--- config.mk ---
export PLATFORM = sky130hd
export DESIGN_NAME = contactor_precharge_sequencer_top
export DESIGN_NICKNAME = d
export VERILOG_FILES = /design/src/sv/cps_pkg.sv /design/src/sv/contactor_precharge_sequencer_top.sv /design/src/sv/cps_csr.sv /design/src/sv/cps_fsm.sv
export SDC_FILE = /design/constraint.sdc
export NUM_CORES = 1
export LEC_CHECK = 0
export BUFFER_PORTS_ARGS = -buffer_cell sky130_fd_sc_hd__buf_4
export CAP_MARGIN = 10
export CORE_AREA = 2 2 205 207
export CTS_CLUSTER_DIAMETER = 120
export DETAILED_ROUTE_END_ITERATION = 7
export DIE_AREA = 0 0 207 209
export SETUP_SLACK_MARGIN = 0.15
export SKIP_CTS_REPAIR_TIMING = 1
export SLEW_MARGIN = 5
export SYNTH_ARGS = -nofsm -noshare
export SYNTH_HDL_FRONTEND = slang
export SYNTH_SLANG_ARGS = --single-unit
export TNS_END_PERCENT = 50
--- constraint.sdc ---
create_clock -name clock -period 7.6 [get_ports clock]
set_input_delay 0.76 -clock clock [delete_from_list [all_inputs] [get_ports clock]]
set_output_delay 0.76 -clock clock [all_outputs]
set_load 0.02 [all_outputs]
--- src/sv/cps_pkg.sv ---
package cps_pkg;

   localparam int ADC_BITS  = 12;
   localparam int TIME_BITS = 32;
   localparam int TRY_BITS  = 4;
   localparam int CSR_IDX_BITS  = 3;
   localparam int CSR_DATA_BITS = 32;
   localparam int REQ_DATA_BITS = 48;
   localparam int RSP_DATA_BITS = 16;

   localparam logic [TRY_BITS-1:0] TRY_MAX = '1;

   // register indexes on the csr port
   typedef enum logic [CSR_IDX_BITS-1:0] {
      CSR_BOARD_IS_COMMON      = 3'd0,
      CSR_MAX_CLOSE_TRIES      = 3'd1,
      CSR_PRECHARGE_DONE_LEVEL = 3'd2,
      CSR_SENSE_DRIVE_DELAY    = 3'd3,
      CSR_PRECHARGE_DELAY      = 3'd4,
      CSR_CLOSE_CHECK_DELAY    = 3'd5,
      CSR_OPEN_VERIFY_DELAY    = 3'd6
   } csr_index_type;

   typedef enum logic [2:0] {
      PH_OPEN    = 3'd0,
      PH_PRE1    = 3'd1,
      PH_PRE2    = 3'd2,
      PH_CLOSING = 3'd3,
      PH_CLOSED  = 3'd4
   } phase_type;

   typedef struct packed {
      logic                 board_is_common;
      logic [TRY_BITS-1:0]  max_close_tries;
      logic [ADC_BITS-1:0]  precharge_done_level;
      logic [TIME_BITS-1:0] sense_drive_delay_us;
      logic [TIME_BITS-1:0] precharge_delay_us;
      logic [TIME_BITS-1:0] close_check_delay_us;
      logic [TIME_BITS-1:0] open_verify_delay_us;
   } cfg_type;

   // last field in the lowest bits
   typedef struct packed {
      logic [REQ_DATA_BITS-TIME_BITS-ADC_BITS-3:0] pad;
      logic [ADC_BITS-1:0]                          precharge_adc;
      logic                                         aux_closed;
      logic                                         close_command;
      logic [TIME_BITS-1:0]                         now_us;
   } req_item_type;

   typedef struct packed {
      logic [RSP_DATA_BITS-11:0] pad;
      logic                      bps_error;
      logic                      switch_error;
      logic                      precharge_done;
      logic                      contactor_sensed;
      phase_type                 phase;
      logic                      contactor_on;
      logic                      sense_drive;
      logic                      precharge_on;
   } rsp_item_type;

endpackage

--- src/sv/contactor_precharge_sequencer_top.sv ---
// Contactor precharge sequencer. Each req item is one task tick (timestamp, close
// command, auxiliary sense, precharge ADC sample) and yields exactly one rsp item
// with the switch drives, the phase and the error flags after that tick. The
// block takes one item per clock while rsp is not stalled. An accepted item waits
// in the input register until the result register is free, and the combinational
// state update then writes its rsp item into the result register. While rsp is
// stalled the input register still takes one more item, then req_tready drops.
// The user must write registers on the csr port only while no item is in flight;
// the block itself does not enforce this.
module contactor_precharge_sequencer_top (
   input  logic                                clock,
   input  logic                                reset,
   input  logic                                req_tvalid,
   output logic                                req_tready,
   // now_us[31:0], close_command[32], aux_closed[33], precharge_adc[45:34], zero
   input  logic [cps_pkg::REQ_DATA_BITS-1:0]   req_tdata,
   output logic                                rsp_tvalid,
   input  logic                                rsp_tready,
   // precharge_on[0], sense_drive[1], contactor_on[2], phase[5:3],
   // contactor_sensed[6], precharge_done[7], switch_error[8], bps_error[9], zero
   output logic [cps_pkg::RSP_DATA_BITS-1:0]   rsp_tdata,
   input  logic                                csr_we,
   input  logic [cps_pkg::CSR_IDX_BITS-1:0]    csr_index,
   input  logic [cps_pkg::CSR_DATA_BITS-1:0]   csr_wdata
);
   import cps_pkg::*;

   cfg_type      cfg;
   req_item_type item_ff;
   logic         item_valid_ff, item_valid_in;
   rsp_item_type result;
   rsp_item_type rsp_data_ff;
   logic         rsp_valid_ff, rsp_valid_in;
   logic         advance;
   logic         req_take;

   assign advance    = item_valid_ff && (!rsp_valid_ff || rsp_tready);
   assign req_tready = !item_valid_ff || advance;
   assign req_take   = req_tvalid && req_tready;

   assign item_valid_in = req_take || (item_valid_ff && !advance);
   assign rsp_valid_in  = advance || (rsp_valid_ff && !rsp_tready);

   cps_csr u_csr (
      .clock     (clock),
      .reset     (reset),
      .csr_we    (csr_we),
      .csr_index (csr_index),
      .csr_wdata (csr_wdata),
      .cfg       (cfg)
   );

   cps_fsm u_fsm (
      .clock   (clock),
      .reset   (reset),
      .step_en (advance),
      .item    (item_ff),
      .cfg     (cfg),
      .result  (result)
   );

   always_ff @(posedge clock) begin
      if (reset) begin
         item_valid_ff <= 1'b0;
         rsp_valid_ff  <= 1'b0;
      end else begin
         item_valid_ff <= item_valid_in;
         rsp_valid_ff  <= rsp_valid_in;
      end
   end

   always_ff @(posedge clock) begin
      if (req_take) begin
         item_ff <= req_item_type'(req_tdata);
      end
      if (advance) begin
         rsp_data_ff <= result;
      end
   end

   assign rsp_tvalid = rsp_valid_ff;
   assign rsp_tdata  = RSP_DATA_BITS'(rsp_data_ff);

endmodule

--- src/sv/cps_csr.sv ---
module cps_csr (
   input  logic                                clock,
   input  logic                                reset,
   input  logic                                csr_we,
   input  logic [cps_pkg::CSR_IDX_BITS-1:0]    csr_index,
   input  logic [cps_pkg::CSR_DATA_BITS-1:0]   csr_wdata,
   output cps_pkg::cfg_type                    cfg
);
   import cps_pkg::*;

   cfg_type cfg_ff;
   cfg_type cfg_in;

   always_comb begin
      cfg_in = cfg_ff;
      if (csr_we) begin
         unique case (csr_index_type'(csr_index))
            CSR_BOARD_IS_COMMON:      cfg_in.board_is_common = csr_wdata[0];
            CSR_MAX_CLOSE_TRIES:      cfg_in.max_close_tries = csr_wdata[TRY_BITS-1:0];
            CSR_PRECHARGE_DONE_LEVEL: cfg_in.precharge_done_level = csr_wdata[ADC_BITS-1:0];
            CSR_SENSE_DRIVE_DELAY:    cfg_in.sense_drive_delay_us = csr_wdata[TIME_BITS-1:0];
            CSR_PRECHARGE_DELAY:      cfg_in.precharge_delay_us = csr_wdata[TIME_BITS-1:0];
            CSR_CLOSE_CHECK_DELAY:    cfg_in.close_check_delay_us = csr_wdata[TIME_BITS-1:0];
            CSR_OPEN_VERIFY_DELAY:    cfg_in.open_verify_delay_us = csr_wdata[TIME_BITS-1:0];
            default:                  cfg_in = cfg_ff;
         endcase
      end
   end

   always_ff @(posedge clock) begin
      if (reset) begin
         cfg_ff.board_is_common      <= 1'b0;
         cfg_ff.max_close_tries      <= TRY_BITS'(3);
         cfg_ff.precharge_done_level <= ADC_BITS'(2048);
         cfg_ff.sense_drive_delay_us <= TIME_BITS'(10000);
         cfg_ff.precharge_delay_us   <= TIME_BITS'(1000000);
         cfg_ff.close_check_delay_us <= TIME_BITS'(250000);
         cfg_ff.open_verify_delay_us <= TIME_BITS'(1000000);
      end else begin
         cfg_ff <= cfg_in;
      end
   end

   assign cfg = cfg_ff;

endmodule

--- src/sv/cps_fsm.sv ---
module cps_fsm (
   input  logic                  clock,
   input  logic                  reset,
   input  logic                  step_en,
   input  cps_pkg::req_item_type item,
   input  cps_pkg::cfg_type      cfg,
   output cps_pkg::rsp_item_type result
);
   import cps_pkg::*;

   phase_type            phase_ff, phase_in;
   logic [TIME_BITS-1:0] start_ff, start_in;
   logic [TRY_BITS-1:0]  tries_ff, tries_in;
   logic                 sw_err_ff, sw_err_in;
   logic                 bps_err_ff, bps_err_in;
   logic                 pre_ff, pre_in;
   logic                 sense_ff, sense_in;
   logic                 coil_ff, coil_in;

   logic [TIME_BITS-1:0] elapsed;
   logic [TIME_BITS-1:0] delay_sel;
   logic                 expired;
   logic [TRY_BITS-1:0]  tries_inc;
   logic                 tries_spent;
   logic                 close;
   logic                 common;

   assign close  = item.close_command;
   assign common = cfg.board_is_common;

   // wrapping timestamp difference against the delay of the current phase
   always_comb begin
      unique case (phase_ff)
         PH_OPEN:    delay_sel = cfg.open_verify_delay_us;
         PH_PRE1:    delay_sel = cfg.sense_drive_delay_us;
         PH_PRE2:    delay_sel = cfg.precharge_delay_us;
         PH_CLOSING: delay_sel = cfg.close_check_delay_us;
         default:    delay_sel = '0;
      endcase
   end

   assign elapsed     = item.now_us - start_ff;
   assign expired     = elapsed >= delay_sel;
   assign tries_inc   = (tries_ff == TRY_MAX) ? tries_ff : tries_ff + TRY_BITS'(1);
   assign tries_spent = tries_inc >= cfg.max_close_tries;

   // next phase
   always_comb begin
      phase_in = phase_ff;
      unique case (phase_ff)
         PH_OPEN: begin
            if (close) begin
               phase_in = common ? PH_CLOSING : PH_PRE1;
            end
         end
         PH_PRE1: begin
            if (!close) begin
               phase_in = PH_OPEN;
            end else if (expired) begin
               phase_in = PH_PRE2;
            end
         end
         PH_PRE2: begin
            if (!close) begin
               phase_in = PH_OPEN;
            end else if (expired) begin
               phase_in = PH_CLOSING;
            end
         end
         PH_CLOSING: begin
            priority if (!close) begin
               phase_in = PH_OPEN;
            end else if (expired && item.aux_closed) begin
               phase_in = PH_CLOSED;
            end else if (expired && tries_spent) begin
               phase_in = PH_OPEN;
            end
         end
         PH_CLOSED: begin
            if (!close) begin
               phase_in = PH_OPEN;
            end
         end
         default: phase_in = PH_OPEN;
      endcase
   end

   // drives, timer, try counter and error flags
   always_comb begin
      start_in   = start_ff;
      tries_in   = tries_ff;
      sw_err_in  = sw_err_ff;
      bps_err_in = bps_err_ff;
      pre_in     = pre_ff;
      sense_in   = sense_ff;
      coil_in    = coil_ff;
      unique case (phase_ff)
         PH_OPEN: begin
            if (close) begin
               start_in = item.now_us;
               if (!common) begin
                  sense_in = 1'b1;
               end else begin
                  coil_in = 1'b1;
               end
            end else begin
               pre_in   = 1'b0;
               sense_in = 1'b0;
               coil_in  = 1'b0;
               if (expired) begin
                  bps_err_in = item.aux_closed;
               end
            end
         end
         PH_PRE1, PH_PRE2, PH_CLOSED: begin
            if (!close) begin
               pre_in   = 1'b0;
               sense_in = 1'b0;
               coil_in  = 1'b0;
               start_in = item.now_us;
            end else if (expired && phase_ff != PH_CLOSED) begin
               start_in = item.now_us;
               if (phase_ff == PH_PRE1) begin
                  if (!common) begin
                     pre_in = 1'b1;
                  end
               end else begin
                  coil_in = 1'b1;
               end
            end
         end
         PH_CLOSING: begin
            if (!close) begin
               pre_in   = 1'b0;
               sense_in = 1'b0;
               coil_in  = 1'b0;
               start_in = item.now_us;
            end else if (expired) begin
               if (item.aux_closed) begin
                  pre_in   = 1'b0;
                  sense_in = 1'b0;
               end else begin
                  start_in = item.now_us;
                  tries_in = tries_inc;
                  if (tries_spent) begin
                     pre_in    = 1'b0;
                     sense_in  = 1'b0;
                     coil_in   = 1'b0;
                     sw_err_in = 1'b1;
                  end
               end
            end
         end
         default: begin
            pre_in    = 1'b0;
            sense_in  = 1'b0;
            coil_in   = 1'b0;
            start_in  = item.now_us;
            sw_err_in = 1'b1;
         end
      endcase
   end

   always_ff @(posedge clock) begin
      if (reset) begin
         phase_ff   <= PH_OPEN;
         start_ff   <= '0;
         tries_ff   <= '0;
         sw_err_ff  <= 1'b0;
         bps_err_ff <= 1'b0;
         pre_ff     <= 1'b0;
         sense_ff   <= 1'b0;
         coil_ff    <= 1'b0;
      end else if (step_en) begin
         phase_ff   <= phase_in;
         start_ff   <= start_in;
         tries_ff   <= tries_in;
         sw_err_ff  <= sw_err_in;
         bps_err_ff <= bps_err_in;
         pre_ff     <= pre_in;
         sense_ff   <= sense_in;
         coil_ff    <= coil_in;
      end
   end

   // result shows the state after this item's update
   always_comb begin
      result                  = '0;
      result.precharge_on     = pre_in;
      result.sense_drive      = sense_in;
      result.contactor_on     = coil_in;
      result.phase            = phase_in;
      result.contactor_sensed = item.aux_closed;
      result.precharge_done   = !common && (item.precharge_adc >= cfg.precharge_done_level);
      result.switch_error     = sw_err_in;
      result.bps_error        = bps_err_in;
   end

endmodule

==> run metrics <==
Max Slew Vio Count 0; fraction of synthesized area in multiplexers around 3.6%; RSZ-0062 raised after global routing false; Yosys cell types between 60 and 70; Row Count 75; Routed WL ~32 mm; Vias/cell approximately 4.9; synthesized-area fraction occupied by adder cells 8.35%; First DRT Iteration DRCs 684; EDFF count, synth between 50 and 60; Final Net Count around 1,600; via count between 9,000 and 10,000; hold depth 1; Setup crit start kind flip-flop; global-route wire length before repair 51.3 mm; GR peak layer met2; Max stage delay on crit path 700 ps; critical-path cell list inv_1 > ha_1 > inv_1 > fa_1 > a21oi_1 > nor2_1 > o211ai_1 > a2111oi_1 > o31ai_2 > o21ai_1 > a221oi_1 > xnor2_1 > ha_1 > a21o_1 > a211oi_1 > o31a_1 > a31oi_4 > buf_4 > mux2i_1 > nor2_1; Worst-Margin Slew 969 ps; pwr dens between 200 and 250 mW/mm2; critical path endpoint category flip-flop; Sw Share 25.7%; Antenna Nets Post-Route 0; Worst Reg-to-Reg Cells 20; Synth Area in Simple Gates between 10% and 20%; status finished clean; Mapped Area around 0.012 mm2; asr flop ratio synth 0%; DRC 0; most common cell after layout, fill and taps aside nand2_1; fmax 0.165 GHz; Clock Latency Late Sink 560 ps; Final Skew 15.6 ps; Leakage 5.38 nW; Syn Inst Count 1,403; H-Tree Level Count 1; Final min period 6060 ps; CTS root buf clkbuf_16; Clock Power Share 43.2%; Die Y about 210 um; main combinational cell family by area after synthesis compound AO/OA/AOI/OAI gates; Place WS 1590 ps; count of final setup violators 0; Reg clk slew, reported paths 60 ps; IO Pins around 110; met2 Use GR 25.3%; Seq/Total Area, Yosys 45.0%; Hold Vio Cnt, Final 0; Avg WL per Cell 15.8 um; Crit Path Category reg -> reg; gr usage total between 10% and 20%; DP Wirelength 21.0 mm; TritonRoute pass-1 iters 5; CP Max Fanout 24; commonest non-fill, non-tap cells in the layout nand2_1 (312), dfxtp_1 (191), a21oi_1 (160); Critical-path top delay cell a211oi_1; Post-Layout Inst Area 0.0144 mm2; crit-path leading delay family compound AO/OA/AOI/OAI gates; met1 global-route usage roughly 18%; total grt overflow 0; CTS Buf Count 29; WP buf/inv 3; Post-Synth XOR/XNOR Area 1.86%; CTS max path bufs 3; synth warn 0; Pint 2.45 mW; TritonCTS clock tree built; Crit. path cell count 20; Post-Place Cell Area 0.0134 mm2; fin crit share about 80%; GR Util met3 2.45%; Chip Width 207 um; switching power 0.845 mW; crit path DAT 6470 ps; Synth Area in Compound Gates 18.1%; #FFs+latches synth ~250; total clock sinks 247; die area approximately 0.043 mm2; core area 0.0413 mm2; Top FF cell, synth dfxtp_1; pin count of the biggest net entering global routing 88; I/O Buffers 97; Avg Cell Area, Syn between 8 and 9 um2; initial antenna violation count 3; synthesis-to-finish area growth 17.5%; worst hold slack 376 ps; Min-Delay Path Class in -> reg; vias in the first global route 9,762; setup TNS 0 ps; Sequential Power Share roughly 43%; Required @ worst endpoint between 8000 and 9000 ps; initial cell density of the core roughly 30%; Slew HR between 30% and 40%; layout cell share with drive strength beyond 1 11.9%; Comb pwr share 13.8%; post-route setup slack 1540 ps; peak supply drop 0.000141 V; placer's final routability congestion estimate 0.775; MaxCap Viol Count 0
## per-layer routing
layer / share of wire [%] / vias up
li1: - / 5002
met2: 48 / 219
met3: 4.8 / 41
met1: 44 / 4711
met5: 0.038 / -
met4: 2.7 / 2
## synthesized netlist by cell type, drive strengths merged, types with 12 or more instances
master,count,area (um2)
a21o,24,180
a22o,31,272
inv,60,225
ha,80,1000
nor3,15,80.1
a221oi,32,280
edfxtp,56,1680
xnor2,16,140
dfxtp,191,3820
a21oi,160,801
nand2b,18,113
mux2i,40,400
nand3,44,220
o21ai,17,85.1
clkbuf,75,282
nor2b,12,75.1
nor2,92,345
nand2,312,1170
## power groups by stage
stage | logic, mW | registers (mW) | clock network, mW
floorplan | 0.319 | 1.44 | 0
global placement | 0.443 | 1.44 | 0
detailed placement | 0.455 | 1.44 | 0
CTS | 0.458 | 1.41 | 1.46
global route | 0.512 | 1.42 | 1.51
finish | 0.455 | 1.41 | 1.42
## sequential cells by signal, indices dropped and copies added (netlist names)
name,flops
item_ff,46
item_valid_ff,1
u_fsm.tries_ff,4
u_fsm.bps_err_ff,1
u_csr.cfg,145
rsp_tvalid,1
u_fsm.coil_ff,1
u_fsm.sense_ff,1
u_fsm.start_ff,32
u_fsm.pre_ff,1
u_fsm.sw_err_ff,1
rsp_tdata,10
u_fsm.phase_ff,3
## kinds of logic (layout without fill, tap and decap cells)
logic type	count (synthesis)	count (layout)
AND/OR/NAND/NOR	522	522
AO/OA/AOI/OAI	337	337
flip-flops	247	247
buffers and inverters	145	219
adder cells (fa/ha/maj)	81	81
multiplexers	44	44
XOR/XNOR	26	26
other	1	8
## area by class of cell
type                            count  area [um2]
Fill cell                        4204       26900
Antenna cell                        2        5.00
Multi-Input combinational cell   1016        6170
Clock inverter                     11         116
Timing Repair Buffer              106         796
Tap cell                          539         674
Inverter                           60         225
Sequential cell                   247        5510
Clock buffer                       42         877
## path summary, 6_finish.rpt
check | from | to | slack [ps]
worst min register to register | u_csr.cfg[121] | u_csr.cfg[121] | 450
worst min-delay path | req_tdata[5] | item_ff[5] | 380
worst max register to register | item_ff[0] | u_fsm.start_ff[16] | 1540
worst max-delay path | item_ff[0] | u_fsm.start_ff[16] | 1540
## through the flow
step	cells	total power, mW	util, %
2_1_floorplan	1408	1.76	-
3_5_place_dp	1968	1.90	32.4
4_1_cts	2021	3.34	34.8
3_3_place_gp	1968	1.88	32.4
5_1_grt	2022	3.45	34.8
6_report	2023	3.29	34.8
(Power assumes the default switching activity.)
